<file path="src/hw/rtl/sle_pkg.sv">
package sle_pkg;

   // result kinds
   localparam logic [1:0] KIND_ECHO  = 2'd0;
   localparam logic [1:0] KIND_ERASE = 2'd1;
   localparam logic [1:0] KIND_CLEAR = 2'd2;
   localparam logic [1:0] KIND_LINE  = 2'd3;

   // decoded key operations
   localparam logic [2:0] OP_NONE  = 3'd0;
   localparam logic [2:0] OP_ERASE = 3'd1;
   localparam logic [2:0] OP_TAB   = 3'd2;
   localparam logic [2:0] OP_CLEAR = 3'd3;
   localparam logic [2:0] OP_ENTER = 3'd4;
   localparam logic [2:0] OP_PRINT = 3'd5;

   // character source for the result register and the line store
   localparam logic [2:0] SEL_ZERO    = 3'd0;
   localparam logic [2:0] SEL_KEY     = 3'd1;
   localparam logic [2:0] SEL_SPACE   = 3'd2;
   localparam logic [2:0] SEL_STORE   = 3'd3;
   localparam logic [2:0] SEL_NEWLINE = 3'd4;

   // set-1 scancodes with special meaning
   localparam logic [7:0] SC_CAPS       = 8'h3A;
   localparam logic [7:0] SC_CAPS_REL   = 8'hBA;
   localparam logic [7:0] SC_LSHIFT     = 8'h2A;
   localparam logic [7:0] SC_RSHIFT     = 8'h36;
   localparam logic [7:0] SC_LSHIFT_REL = 8'hAA;
   localparam logic [7:0] SC_RSHIFT_REL = 8'hB6;
   localparam logic [7:0] SC_CTRL       = 8'h1D;
   localparam logic [7:0] SC_CTRL_REL   = 8'h9D;
   localparam logic [7:0] SC_BACKSPACE  = 8'h0E;
   localparam logic [7:0] SC_TAB        = 8'h0F;
   localparam logic [7:0] SC_MAP_ROWS   = 8'd58;

   localparam logic [6:0] CH_NEWLINE = 7'h0A;
   localparam logic [6:0] CH_SPACE   = 7'h20;
   localparam logic [6:0] CH_LOWER_L = 7'h6C;
   localparam logic [6:0] CH_UPPER_L = 7'h4C;

   typedef struct packed {
      logic       accept;
      logic       push;
      logic [1:0] kind;
      logic [2:0] sel;
      logic       last;
      logic       store;
      logic       pop;
      logic       clear;
      logic       idx_inc;
      logic       rd;
   } sle_cmd_type;

   typedef struct packed {
      logic [2:0] op;
      logic       fill_zero;
      logic       fill_full;
      logic       fill_near;
      logic       idx_last;
      logic       out_free;
   } sle_stat_type;

   // Key table row: {letter, unshifted, shifted}. Letters swap case under caps lock,
   // other keys ignore caps lock.
   function automatic logic [14:0] key_row(input logic [5:0] row);
      logic [6:0] lc;
      logic [14:0] ent;
      lc  = 7'h00;
      ent = 15'd0;
      case (row)
         6'd2:  ent = {1'b0, 7'h31, 7'h21};
         6'd3:  ent = {1'b0, 7'h32, 7'h40};
         6'd4:  ent = {1'b0, 7'h33, 7'h23};
         6'd5:  ent = {1'b0, 7'h34, 7'h24};
         6'd6:  ent = {1'b0, 7'h35, 7'h25};
         6'd7:  ent = {1'b0, 7'h36, 7'h5E};
         6'd8:  ent = {1'b0, 7'h37, 7'h26};
         6'd9:  ent = {1'b0, 7'h38, 7'h2A};
         6'd10: ent = {1'b0, 7'h39, 7'h28};
         6'd11: ent = {1'b0, 7'h30, 7'h29};
         6'd12: ent = {1'b0, 7'h2D, 7'h5F};
         6'd13: ent = {1'b0, 7'h3D, 7'h2B};
         6'd16: lc = 7'h71;
         6'd17: lc = 7'h77;
         6'd18: lc = 7'h65;
         6'd19: lc = 7'h72;
         6'd20: lc = 7'h74;
         6'd21: lc = 7'h79;
         6'd22: lc = 7'h75;
         6'd23: lc = 7'h69;
         6'd24: lc = 7'h6F;
         6'd25: lc = 7'h70;
         6'd26: ent = {1'b0, 7'h5B, 7'h7B};
         6'd27: ent = {1'b0, 7'h5D, 7'h7D};
         6'd28: ent = {1'b0, CH_NEWLINE, CH_NEWLINE};
         6'd30: lc = 7'h61;
         6'd31: lc = 7'h73;
         6'd32: lc = 7'h64;
         6'd33: lc = 7'h66;
         6'd34: lc = 7'h67;
         6'd35: lc = 7'h68;
         6'd36: lc = 7'h6A;
         6'd37: lc = 7'h6B;
         6'd38: lc = 7'h6C;
         6'd39: ent = {1'b0, 7'h3B, 7'h3A};
         6'd40: ent = {1'b0, 7'h27, 7'h22};
         6'd41: ent = {1'b0, 7'h60, 7'h7E};
         6'd43: ent = {1'b0, 7'h5C, 7'h7C};
         6'd44: lc = 7'h7A;
         6'd45: lc = 7'h78;
         6'd46: lc = 7'h63;
         6'd47: lc = 7'h76;
         6'd48: lc = 7'h62;
         6'd49: lc = 7'h6E;
         6'd50: lc = 7'h6D;
         6'd51: ent = {1'b0, 7'h2C, 7'h3C};
         6'd52: ent = {1'b0, 7'h2E, 7'h3E};
         6'd53: ent = {1'b0, 7'h2F, 7'h3F};
         6'd57: ent = {1'b0, CH_SPACE, CH_SPACE};
         default: ent = 15'd0;
      endcase
      if (lc != 7'h00) begin
         ent = {1'b1, lc, lc ^ 7'h20};
      end
      return ent;
   endfunction

endpackage

</file>
<file path="src/hw/rtl/scancode_line_editor_core.sv">
// Response: rsp_valid rises once the ERASE, CLEAR, PUT or NL state entered on acceptance
// pushes its beat, which waits while the result register is still occupied; the first
// beat of a non-empty enter comes after a line store read in the READ state.
// Acceptance: req_ready is high only in the idle state; a key with no result leaves it
// idle, while echo, erase, clear, tab (up to four spaces) and enter hold it off until
// their last beat is pushed, each stored character taking a line store read and its beat.
// Reset clears shift, ctrl, caps lock, the fill count, the read index and the result valid flag;
// the line store itself is not cleared.
module scancode_line_editor_core #(
   parameter int LINE_DEPTH = 32
) (
   input  logic       clock,
   input  logic       reset,
   input  logic       req_valid,
   output logic       req_ready,
   input  logic [7:0] req_scancode,
   output logic       rsp_valid,
   input  logic       rsp_ready,
   output logic [1:0] rsp_kind,
   output logic [6:0] rsp_character,
   output logic       rsp_last
);

   sle_pkg::sle_cmd_type  cmd;
   sle_pkg::sle_stat_type stat;

   sle_ctrl u_ctrl (
      .clock     (clock),
      .reset     (reset),
      .req_valid (req_valid),
      .req_ready (req_ready),
      .stat      (stat),
      .cmd       (cmd)
   );

   sle_datapath #(
      .LINE_DEPTH (LINE_DEPTH)
   ) u_datapath (
      .clock         (clock),
      .reset         (reset),
      .req_scancode  (req_scancode),
      .cmd           (cmd),
      .stat          (stat),
      .rsp_valid     (rsp_valid),
      .rsp_ready     (rsp_ready),
      .rsp_kind      (rsp_kind),
      .rsp_character (rsp_character),
      .rsp_last      (rsp_last)
   );

endmodule

</file>
<file path="src/hw/rtl/sle_ctrl.sv">
module sle_ctrl (
   input  logic                  clock,
   input  logic                  reset,
   input  logic                  req_valid,
   output logic                  req_ready,
   input  sle_pkg::sle_stat_type stat,
   output sle_pkg::sle_cmd_type  cmd
);

   localparam logic [2:0] S_IDLE  = 3'd0;
   localparam logic [2:0] S_ERASE = 3'd1;
   localparam logic [2:0] S_CLEAR = 3'd2;
   localparam logic [2:0] S_PUT   = 3'd3;
   localparam logic [2:0] S_TAB   = 3'd4;
   localparam logic [2:0] S_READ  = 3'd5;
   localparam logic [2:0] S_LINE  = 3'd6;
   localparam logic [2:0] S_NL    = 3'd7;

   logic [2:0] state_ff, state_in;
   logic [1:0] tab_cnt_ff, tab_cnt_in;
   logic       accept;

   assign req_ready = (state_ff == S_IDLE);
   assign accept    = req_valid && req_ready;

   always_comb begin
      state_in   = state_ff;
      tab_cnt_in = tab_cnt_ff;
      cmd        = '0;
      cmd.accept = accept;
      case (state_ff)
         S_IDLE: begin
            tab_cnt_in = 2'd0;
            if (accept) begin
               case (stat.op)
                  sle_pkg::OP_ERASE: state_in = stat.fill_zero ? S_IDLE : S_ERASE;
                  sle_pkg::OP_TAB:   state_in = stat.fill_full ? S_IDLE : S_TAB;
                  sle_pkg::OP_CLEAR: state_in = S_CLEAR;
                  sle_pkg::OP_ENTER: state_in = stat.fill_zero ? S_NL : S_READ;
                  sle_pkg::OP_PRINT: state_in = stat.fill_full ? S_IDLE : S_PUT;
                  default:           state_in = S_IDLE;
               endcase
            end
         end
         S_ERASE: begin
            if (stat.out_free) begin
               cmd.push = 1'b1;
               cmd.kind = sle_pkg::KIND_ERASE;
               cmd.sel  = sle_pkg::SEL_ZERO;
               cmd.last = 1'b1;
               cmd.pop  = 1'b1;
               state_in = S_IDLE;
            end
         end
         S_CLEAR: begin
            if (stat.out_free) begin
               cmd.push  = 1'b1;
               cmd.kind  = sle_pkg::KIND_CLEAR;
               cmd.sel   = sle_pkg::SEL_ZERO;
               cmd.last  = 1'b1;
               cmd.clear = 1'b1;
               state_in  = S_IDLE;
            end
         end
         S_PUT: begin
            if (stat.out_free) begin
               cmd.push  = 1'b1;
               cmd.kind  = sle_pkg::KIND_ECHO;
               cmd.sel   = sle_pkg::SEL_KEY;
               cmd.last  = 1'b1;
               cmd.store = 1'b1;
               state_in  = S_IDLE;
            end
         end
         S_TAB: begin
            if (stat.out_free) begin
               // stop after the fourth space or when this one fills the line
               cmd.push   = 1'b1;
               cmd.kind   = sle_pkg::KIND_ECHO;
               cmd.sel    = sle_pkg::SEL_SPACE;
               cmd.last   = (tab_cnt_ff == 2'd3) || stat.fill_near;
               cmd.store  = 1'b1;
               tab_cnt_in = tab_cnt_ff + 2'd1;
               if (cmd.last) begin
                  state_in = S_IDLE;
               end
            end
         end
         S_READ: begin
            cmd.rd   = 1'b1;
            state_in = S_LINE;
         end
         S_LINE: begin
            if (stat.out_free) begin
               cmd.push    = 1'b1;
               cmd.kind    = sle_pkg::KIND_LINE;
               cmd.sel     = sle_pkg::SEL_STORE;
               cmd.idx_inc = 1'b1;
               state_in    = stat.idx_last ? S_NL : S_READ;
            end
         end
         S_NL: begin
            if (stat.out_free) begin
               cmd.push  = 1'b1;
               cmd.kind  = sle_pkg::KIND_LINE;
               cmd.sel   = sle_pkg::SEL_NEWLINE;
               cmd.last  = 1'b1;
               cmd.clear = 1'b1;
               state_in  = S_IDLE;
            end
         end
         default: state_in = S_IDLE;
      endcase
   end

   always_ff @(posedge clock) begin
      if (reset) begin
         state_ff   <= S_IDLE;
         tab_cnt_ff <= 2'd0;
      end else begin
         state_ff   <= state_in;
         tab_cnt_ff <= tab_cnt_in;
      end
   end

   ctrl_no_push_idle: assert property (@(posedge clock) disable iff (reset)
      (state_ff == S_IDLE) |-> !cmd.push)
      else $error("result pushed while idle");

   ctrl_read_then_line: assert property (@(posedge clock) disable iff (reset)
      cmd.rd |=> (state_ff == S_LINE))
      else $error("store read not followed by line output");

   ctrl_tab_bounded: assert property (@(posedge clock) disable iff (reset)
      (state_ff == S_TAB && cmd.push && tab_cnt_ff == 2'd3) |=> (state_ff == S_IDLE))
      else $error("tab emitted more than four spaces");

endmodule

</file>
<file path="src/hw/rtl/sle_datapath.sv">
module sle_datapath #(
   parameter int LINE_DEPTH = 32
) (
   input  logic                  clock,
   input  logic                  reset,
   input  logic [7:0]            req_scancode,
   input  sle_pkg::sle_cmd_type  cmd,
   output sle_pkg::sle_stat_type stat,
   output logic                  rsp_valid,
   input  logic                  rsp_ready,
   output logic [1:0]            rsp_kind,
   output logic [6:0]            rsp_character,
   output logic                  rsp_last
);

   localparam int FILL_W = $clog2(LINE_DEPTH + 1);
   localparam int ADDR_W = $clog2(LINE_DEPTH);

   logic              shift_ff, ctrl_ff, caps_ff;
   logic [FILL_W-1:0] fill_ff;
   logic [ADDR_W-1:0] idx_ff;
   logic [6:0]        key_ff;
   logic [6:0]        rd_data_ff;
   logic [6:0]        line_mem [LINE_DEPTH];
   logic              rsp_valid_ff;
   logic [1:0]        rsp_kind_ff;
   logic [6:0]        rsp_char_ff;
   logic              rsp_last_ff;

   logic [14:0]       ent;
   logic              letter;
   logic [6:0]        ch_u, ch_s, key_char;
   logic [2:0]        op;
   logic [6:0]        sel_char;
   logic [FILL_W-1:0] idx_next;

   // map the incoming scancode with the modifier state as it stands
   always_comb begin
      ent    = sle_pkg::key_row(req_scancode[5:0]);
      letter = ent[14];
      ch_u   = ent[13:7];
      ch_s   = ent[6:0];
      case ({caps_ff, shift_ff})
         2'b00:   key_char = ch_u;
         2'b01:   key_char = ch_s;
         2'b10:   key_char = letter ? ch_s : ch_u;
         default: key_char = letter ? ch_u : ch_s;
      endcase
      op = sle_pkg::OP_NONE;
      if (req_scancode == sle_pkg::SC_BACKSPACE) begin
         op = sle_pkg::OP_ERASE;
      end else if (req_scancode == sle_pkg::SC_TAB) begin
         op = sle_pkg::OP_TAB;
      end else if (req_scancode inside {sle_pkg::SC_CAPS, sle_pkg::SC_CAPS_REL,
                                        sle_pkg::SC_LSHIFT, sle_pkg::SC_RSHIFT,
                                        sle_pkg::SC_LSHIFT_REL, sle_pkg::SC_RSHIFT_REL,
                                        sle_pkg::SC_CTRL, sle_pkg::SC_CTRL_REL}) begin
         op = sle_pkg::OP_NONE;
      end else if (req_scancode < sle_pkg::SC_MAP_ROWS && key_char != 7'h00) begin
         if (ctrl_ff && (key_char == sle_pkg::CH_LOWER_L ||
                         key_char == sle_pkg::CH_UPPER_L)) begin
            op = sle_pkg::OP_CLEAR;
         end else if (key_char == sle_pkg::CH_NEWLINE) begin
            op = sle_pkg::OP_ENTER;
         end else begin
            op = sle_pkg::OP_PRINT;
         end
      end
   end

   always_comb begin
      case (cmd.sel)
         sle_pkg::SEL_KEY:     sel_char = key_ff;
         sle_pkg::SEL_SPACE:   sel_char = sle_pkg::CH_SPACE;
         sle_pkg::SEL_STORE:   sel_char = rd_data_ff;
         sle_pkg::SEL_NEWLINE: sel_char = sle_pkg::CH_NEWLINE;
         default:              sel_char = 7'h00;
      endcase
   end

   assign idx_next       = FILL_W'(idx_ff) + FILL_W'(1);
   assign stat.op        = op;
   assign stat.fill_zero = (fill_ff == '0);
   assign stat.fill_full = (fill_ff == FILL_W'(LINE_DEPTH));
   assign stat.fill_near = (fill_ff == FILL_W'(LINE_DEPTH - 1));
   assign stat.idx_last  = (idx_next == fill_ff);
   assign stat.out_free  = !rsp_valid_ff || rsp_ready;

   always_ff @(posedge clock) begin
      if (reset) begin
         shift_ff     <= 1'b0;
         ctrl_ff      <= 1'b0;
         caps_ff      <= 1'b0;
         fill_ff      <= '0;
         idx_ff       <= '0;
         rsp_valid_ff <= 1'b0;
      end else begin
         if (cmd.accept) begin
            idx_ff <= '0;
            case (req_scancode)
               sle_pkg::SC_CAPS:       caps_ff  <= !caps_ff;
               sle_pkg::SC_LSHIFT:     shift_ff <= 1'b1;
               sle_pkg::SC_RSHIFT:     shift_ff <= 1'b1;
               sle_pkg::SC_LSHIFT_REL: shift_ff <= 1'b0;
               sle_pkg::SC_RSHIFT_REL: shift_ff <= 1'b0;
               sle_pkg::SC_CTRL:       ctrl_ff  <= 1'b1;
               sle_pkg::SC_CTRL_REL:   ctrl_ff  <= 1'b0;
               default: ;
            endcase
         end else if (cmd.idx_inc) begin
            idx_ff <= idx_ff + ADDR_W'(1);
         end
         if (cmd.clear) begin
            fill_ff <= '0;
         end else if (cmd.store) begin
            fill_ff <= fill_ff + FILL_W'(1);
         end else if (cmd.pop) begin
            fill_ff <= fill_ff - FILL_W'(1);
         end
         if (cmd.push) begin
            rsp_valid_ff <= 1'b1;
         end else if (rsp_ready) begin
            rsp_valid_ff <= 1'b0;
         end
      end
   end

   // payload: key latch, result beat, line store
   always_ff @(posedge clock) begin
      if (cmd.accept) begin
         key_ff <= key_char;
      end
      if (cmd.push) begin
         rsp_kind_ff <= cmd.kind;
         rsp_char_ff <= sel_char;
         rsp_last_ff <= cmd.last;
      end
      if (cmd.store) begin
         line_mem[fill_ff[ADDR_W-1:0]] <= sel_char;
      end
      if (cmd.rd) begin
         rd_data_ff <= line_mem[idx_ff];
      end
   end

   assign rsp_valid     = rsp_valid_ff;
   assign rsp_kind      = rsp_kind_ff;
   assign rsp_character = rsp_char_ff;
   assign rsp_last      = rsp_last_ff;

   dp_push_when_free: assert property (@(posedge clock) disable iff (reset)
      cmd.push |-> (!rsp_valid_ff || rsp_ready))
      else $error("result beat overwritten before it was taken");

   dp_store_not_full: assert property (@(posedge clock) disable iff (reset)
      cmd.store |-> !stat.fill_full)
      else $error("write into a full line store");

   dp_pop_not_empty: assert property (@(posedge clock) disable iff (reset)
      cmd.pop |-> !stat.fill_zero)
      else $error("erase from an empty line store");

endmodule
</file>
<file path="config.mk">
export PLATFORM = sky130hd
export DESIGN_NAME = scancode_line_editor_core
export DESIGN_NICKNAME = d
export VERILOG_FILES = /design/src/hw/rtl/sle_pkg.sv /design/src/hw/rtl/scancode_line_editor_core.sv /design/src/hw/rtl/sle_ctrl.sv /design/src/hw/rtl/sle_datapath.sv
export SDC_FILE = /design/constraint.sdc
export NUM_CORES = 1
export LEC_CHECK = 0
export ABC_CLOCK_PERIOD_IN_PS = 2800
export BUFFER_PORTS_ARGS = -buffer_cell sky130_fd_sc_hd__buf_2
export CAP_MARGIN = 5
export CORE_MARGIN = 4
export CORE_UTILIZATION = 57
export DETAILED_ROUTE_END_ITERATION = 10
export PLACE_DENSITY = 0.82
export SLEW_MARGIN = 25
export SYNTH_ARGS = -nofsm -noshare
export SYNTH_HDL_FRONTEND = slang
export SYNTH_SLANG_ARGS = --single-unit
</file>
<file path="constraint.sdc">
create_clock -name clock -period 2.8 [get_ports clock]
set_input_delay 0.28 -clock clock [delete_from_list [all_inputs] [get_ports clock]]
set_output_delay 0.28 -clock clock [all_outputs]
set_load 0.01 [all_outputs]
</file>
# After elaboration in Yosys (flattened, before gate mapping)
# Memory sizes are Yosys's and may differ from the RTL's. A register that Yosys moved wholly into a read port is not among the register bits.
# Index checks and enable logic that the tools add are counted.
# classes
addsub	5
multipliers	0
div_mod_pow	0
magnitude_cmp	1
n_eq_ne	89
n_shift	0
mux	49
bitwise	1
n_reduce_logical	30
# ops
cell	count
case mux 14 bit (23 select lines)	1
case mux 7 bit (26 select lines)	1
equality test 6 bit (second input constant)	23
equality test 6 x 5 -> 1 bit (second input constant)	16
equality test 6 x 4 -> 1 bit (second input constant)	6
case mux 6 bit (6 select lines)	1
two-way mux 7 bit	5
two-way mux 3 bit	11
equality test 8 bit (second input constant)	4
case mux 3 bit (5 select lines)	2
case mux 7 bit (4 select lines)	1
equality test 6 x 3 -> 1 bit (second input constant)	4
equality test 8 x 6 -> 1 bit (second input constant)	3
equality test 3 bit (second input constant)	7
case mux 7 bit (3 select lines)	1
equality test 3 x 2 -> 1 bit (second input constant)	6
two-way mux 6 bit	3
equality test 8 x 4 -> 1 bit (second input constant)	2
two-way mux 8 bit	2
two-way mux 15 bit	1
equality test 7 bit (second input constant)	2
nonzero test 7 bit	2
equality test 6 x 2 -> 1 bit (second input constant)	2
two-way mux 1 bit	11
other kinds (31)	58
# word_totals
regBits	37
latchBits	0
mem_bits_rw	224
rom_bits	0
input_bits	12
out_inout_bits	12
memories	1
# mem_list
memory	depth	width	read_ports	rd_clocked_by_memory_dff	write_ports	line	rtl
u_datapath.line_mem	32	7	1	1	1	sle_datapath.sv:24	logic [6:0] line_mem [LINE_DEPTH];

# Logic depth before layout (Yosys ltp)
# depth
word_depth	18
mapped_depth	13

# Cells and area by module
# From an unflattened synthesis, not the netlist that was laid out.
# unflattened
cells_unflattened	799
hier_area_um2	12258.0
# modules_own_cells
module	instances	cells_per_inst	area_per_inst_um2	seq_area_each_um2
sle_datapath	1	719	11716.2	7747.4
sle_ctrl	1	80	541.8	100.1

# Worst setup path before layout
# Ideal clock, no wire load.
# synth_path
path_kind	input-to-reg
from	input port req_scancode[0]
to	register u_ctrl.state_ff[2]
setup_ns	0.133
arrival_ns	2.771
t_required_ns	2.667
setup_slack_ns	-0.105
stages	10
path_buffers	1
cell_sequence	buf_6 -> or4b_1 -> a211o_1 -> o211ai_2 -> a22oi_2 -> or4_1 -> or4_4 -> nor3b_2 -> a21oi_1 -> o41ai_2
# synth_via
elab_chain_cells	18
word_cells_on_any_way	90
# synth_rtl
item	line	rtl
from (decl)	scancode_line_editor_core.sv:16	input logic [7:0] req_scancode,
equality test 6 bit or equality test 6 x 5 -> 1 bit (tied branches)	sle_pkg.sv:71	case (row)
case mux 7 bit (26 select lines)	sle_pkg.sv:71	
nonzero test 7 bit or inverter 1 bit (tied branches)	-	
two-way mux 15 bit	sle_pkg.sv:123	if (lc != 7'h00) begin
two-way mux 7 bit (on tied branches)	sle_datapath.sv:47, sle_datapath.sv:46	
case mux 7 bit (3 select lines)	sle_datapath.sv:43	case ({caps_ff, shift_ff})
equality test 7 bit (on tied branches)	sle_datapath.sv:60, sle_datapath.sv:61	
logical OR 1 bit	sle_datapath.sv:60	if (ctrl_ff && (key_char == sle_pkg::CH_LOWER_L ||
[2 not listed]	-	
two-way mux 3 bit	sle_datapath.sv:59	end else if (req_scancode < sle_pkg::SC_MAP_ROWS && key_char != 7'h00) begin
two-way mux 3 bit	sle_datapath.sv:54	end else if (req_scancode inside {sle_pkg::SC_CAPS, sle_pkg::SC_CAPS_REL,
two-way mux 3 bit	sle_datapath.sv:52	end else if (req_scancode == sle_pkg::SC_TAB) begin
two-way mux 3 bit *	sle_datapath.sv:50	if (req_scancode == sle_pkg::SC_BACKSPACE) begin
equality test 3 bit (tied with other cells)	sle_ctrl.sv:35	case (stat.op)
case mux 3 bit (5 select lines) *	sle_ctrl.sv:35	
two-way mux 3 bit *	sle_ctrl.sv:34	if (accept) begin
case mux 3 bit (5 select lines) *	sle_ctrl.sv:31	case (state_ff)
to (signal assigned)	sle_ctrl.sv:121	state_ff <= state_in;
to (decl)	sle_ctrl.sv:19	logic [2:0] state_ff, state_in;
# Every way passes the cells marked *; elsewhere a longest branch is shown, timed or not. The select of a mux whose other input is x is not followed.
# A chain may end at the register's enable or synchronous reset.

# Worst setup path in the final report
# layout_path
from	register u_datapath.shift_ff
to	register u_ctrl.state_ff[1]
# layout_via
elab_chain_cells	14
word_cells_on_any_way	25
# layout_rtl
item	line	rtl
from (decl)	sle_datapath.sv:19	logic shift_ff, ctrl_ff, caps_ff;
from (signal assigned)	sle_datapath.sv:91	shift_ff <= 1'b0;
from (signal assigned)	sle_datapath.sv:102	sle_pkg::SC_LSHIFT: shift_ff <= 1'b1;
from (signal assigned)	sle_datapath.sv:103	sle_pkg::SC_RSHIFT: shift_ff <= 1'b1;
equality test 2 bit (tied with other cells)	sle_datapath.sv:43	
case mux 7 bit (3 select lines) *	sle_datapath.sv:43	
equality test 7 bit (on tied branches)	sle_datapath.sv:60, sle_datapath.sv:61	
logical OR 1 bit	sle_datapath.sv:60	
logical AND 1 bit	sle_datapath.sv:60	
two-way mux 3 bit	sle_datapath.sv:60	
two-way mux 3 bit *	sle_datapath.sv:59	
two-way mux 3 bit *	sle_datapath.sv:54	
two-way mux 3 bit *	sle_datapath.sv:52	
two-way mux 3 bit *	sle_datapath.sv:50	
equality test 3 bit (tied with other cells)	sle_ctrl.sv:35	
case mux 3 bit (5 select lines) *	sle_ctrl.sv:35	
two-way mux 3 bit *	sle_ctrl.sv:34	
case mux 3 bit (5 select lines) *	sle_ctrl.sv:31	
# Marked as above.

==> reports/results.tsv <==
stage	metric	value	unit
cells_and_area	Net count, final	951	
sta	final hold vios	0	
power	Power Density	718.6	mW/mm^2
global_routing	largest net degree at the start of global routing	34	
routing	DRT Pass-1 Iters	6	
sta	Final Cycle Share	96.04	%
synth	most frequent cell after synthesis	edfxtp_1	
sta	setup ws final	0.1109	ns
clock_tree	Clock Path Buffers	3	
sta	post-route minimum period	2.689	ns
routing	vias per cell	6.407	
place	pre-CTS setup slack	-0.1864	ns
global_routing	first-pass GRT wire length	46300	um
run_status	status	completed	
clock_tree	clock transition at the registers of the reported paths	0.07	ns
routing	DRC Markers	0	
clock_tree	root buffer selected by CTS	clkbuf_16	
clock_tree	postcts setup bufs	0	
place	RD Place Congestion	0.9728	
synth	Syn Inst Count	798	
sta	unrepaired setup endpoints after global routing	yes	
floorplan	DIE HEIGHT	153.6	um
power	clock share of power	35.5	%
synth	most common library cells after synthesis	edfxtp_1, nor2_1, mux4_2	
power	Tot Pwr	0.01030	W
global_routing	antenna violations before repair	0	
cells_and_area	n_diodes	0	
synth	sequential area share after synthesis	64.91	%
synth	Post-synth ARST share	0	%
power	switching share of power	26.17	%
floorplan	area of the core	0.02096	mm^2
clock_tree	worst skew pair latency	0.51	ns
cells_and_area	share of layout cells above drive strength 1	32.63	%
power	logic gate share of total power	18.6	%
cells_and_area	Syn-to-layout area delta	18.59	%
floorplan	die area	0.02360	mm^2
power	VDD IR-drop max	826.9	uV
routing	Iter 0 DRT Violations	931	
clock_tree	htree depth	1	
routing	Routed wire per std cell	24.37	um
sta	worst relative slew slack	48.66	%
place	placed cell area	0.01344	mm^2
setup_path	Critical Path AT	3.09	ns
place	IO Port Bufs	23	
power	Psw	0.002696	W
floorplan	Initial Util	57.69	%
sta	fmax	371.9	MHz
clock_tree	CTS tree	built	
setup_path	Worst setup EP type	register	
setup_path	crit-path max FO	4	
floorplan	row count	53	
synth	Synth Warn #	0	
cells_and_area	Final Cell Area	0.01434	mm^2
synth	Synth cell types	75	
sta	pins over their slew limit	0	
synth	Post-Syn Area per Cell	15.15	um^2
floorplan	Die X	153.6	um
setup_path	Critical Path RT	3.20	ns
global_routing	Total Routing Usage GR	25.45	%
sta	setup_tns	0	ns
synth	Mapped Area	0.01209	mm^2
synth	EDFF count, synth	248	
sta	clk_skew	0.009506	ns
min_path	HP Class	primary input to register	
power	Leakage	5.280	nW
synth	Post-synth top flop	edfxtp_1	
sta	Final setup viols	0	
global_routing	grt ovf	0	
routing	final wirelength	29860	um
sta	final hold slack	0.06383	ns
run	Max Cap Viol	0	
power	Internal	0.007605	W
clock_tree	clk sink count	268	
clock_tree	Num CTS Buffers	25	
power	register share of total power	45.9	%
synth	cell taking the most area after synthesis	edfxtp_1	
place	Detailed Place HPWL	19780	um
setup_path	critical path class	register to register	
synth	top-area cell type share of the netlist area	61.60	%
synth	Area contributors post-synth	edfxtp_1, mux4_2, dfxtp_1	
sta	worst slew pin tran	0.7649	ns
synth	Seq cells post-synth	268	
synth	Net Count, Synth	817	
routing	via count	7848	
routing	Routed Antenna Nets	0	
floorplan	Ports	24	
global_routing	vias in the first global route	7972	
setup_path	nature of the critical path startpoint	register	
## what timing repair did
action                     CTS  global route
hold buffers                 0             0
resized for setup            0             5
setup endpoints to repair    0             1
## layer usage
layer	wire length (um)	GRT usage [%]	share of wire, %
met1	11630	35.87	39
met2	14520	41.32	49
met3	2757	4.531	9.2
met4	957	7.780	3.2
met5	0	0	0
## critical path, cell delays in order, from the launching register on
cell	delay, ns
dfxtp_1	0.31
inv_1	0.17
o31ai_1	0.12
nor3_1	0.20
buf_4	0.16
a22oi_1	0.09
or4_1	0.53
or4_4	0.52
nor2_1	0.12
a21oi_1	0.10
o32ai_1	0.25
## layout by cell type (no fill, tap or decap), drive strengths merged, types with 13 or more instances in the layout
cell type,Yosys,routed
edfxtp,248,248
o21ai,29,29
mux4,70,70
dfxtp,20,20
inv,14,14
nand3,13,13
buf,17,162
nor2,83,83
clkbuf,38,33
a21oi,35,35
nand2,41,41
## layout make-up
class,instances,area (um^2)
Sequential cell,268,7855
Fill cell,1351,6619
Multi-Input combinational cell,461,4003
Timing Repair Buffer,162,1196
Clock buffer,33,675.6
Tap cell,275,344.1
Clock inverter,12,210.2
Inverter,14,52.55
## path summary, 6_finish.rpt
check / start / to / slack [ns] / depth (start not counted)
setup / recovery: u_datapath.shift_ff$_SDFFE_PP0P_ / u_ctrl.state_ff[1]$_SDFFE_PP0P_ / 0.11 / 10
hold / removal: req_scancode[7] / u_datapath.shift_ff$_SDFFE_PP0P_ / 0.06 / 3
setup reg to reg: u_datapath.shift_ff$_SDFFE_PP0P_ / u_ctrl.state_ff[1]$_SDFFE_PP0P_ / 0.11 / 10
hold reg to reg: u_ctrl.tab_cnt_ff[0]$_SDFFE_PP0P_ / u_ctrl.tab_cnt_ff[0]$_SDFFE_PP0P_ / 0.55 / 2
## cell families after synthesis
logic type               Yosys count  share of synthesized area, %
XOR/XNOR                          19                         1.377
adder cells (fa/ha/maj)            7                        0.7866
multiplexers                      80                         13.94
flip-flops                       268                         64.91
AND/OR/NAND/NOR                  222                         9.232
buffers and inverters             69                         2.318
AO/OA/AOI/OAI                    133                         7.431
## power by group through the flow
| stage | Clock, W | Combinational (W) | Sequential [W] |
|---|---|---|---|
| floorplan | 0 | 0.00114 | 0.00481 |
| global placement | 0 | 0.00176 | 0.00479 |
| detailed placement | 0 | 0.00182 | 0.00480 |
| CTS | 0.00369 | 0.00186 | 0.00472 |
| global route | 0.00387 | 0.00208 | 0.00474 |
| finish | 0.00366 | 0.00192 | 0.00472 |
## through the flow
stage                     util, %  std cells
after floorplan                 -        798
after global placement      64.13       1180
after detailed placement    64.13       1180
after CTS                   68.35       1225
after global routing        68.41       1225
final                       68.41       1225
## registers in the layout, summed over array words and instances, names as in the netlist
register,count
u_datapath.line_mem,224
u_datapath.key_ff,7
u_datapath.rd_data_ff,7
u_datapath.rsp_character,7
u_datapath.fill_ff,6
u_datapath.idx_ff,5
u_ctrl.state_ff,3
u_ctrl.tab_cnt_ff,2
u_datapath.rsp_kind,2
u_datapath.caps_ff,1
u_datapath.ctrl_ff,1
u_datapath.rsp_last,1
u_datapath.rsp_valid,1
u_datapath.shift_ff,1
Note: power is estimated with default switching activity, not from simulation.
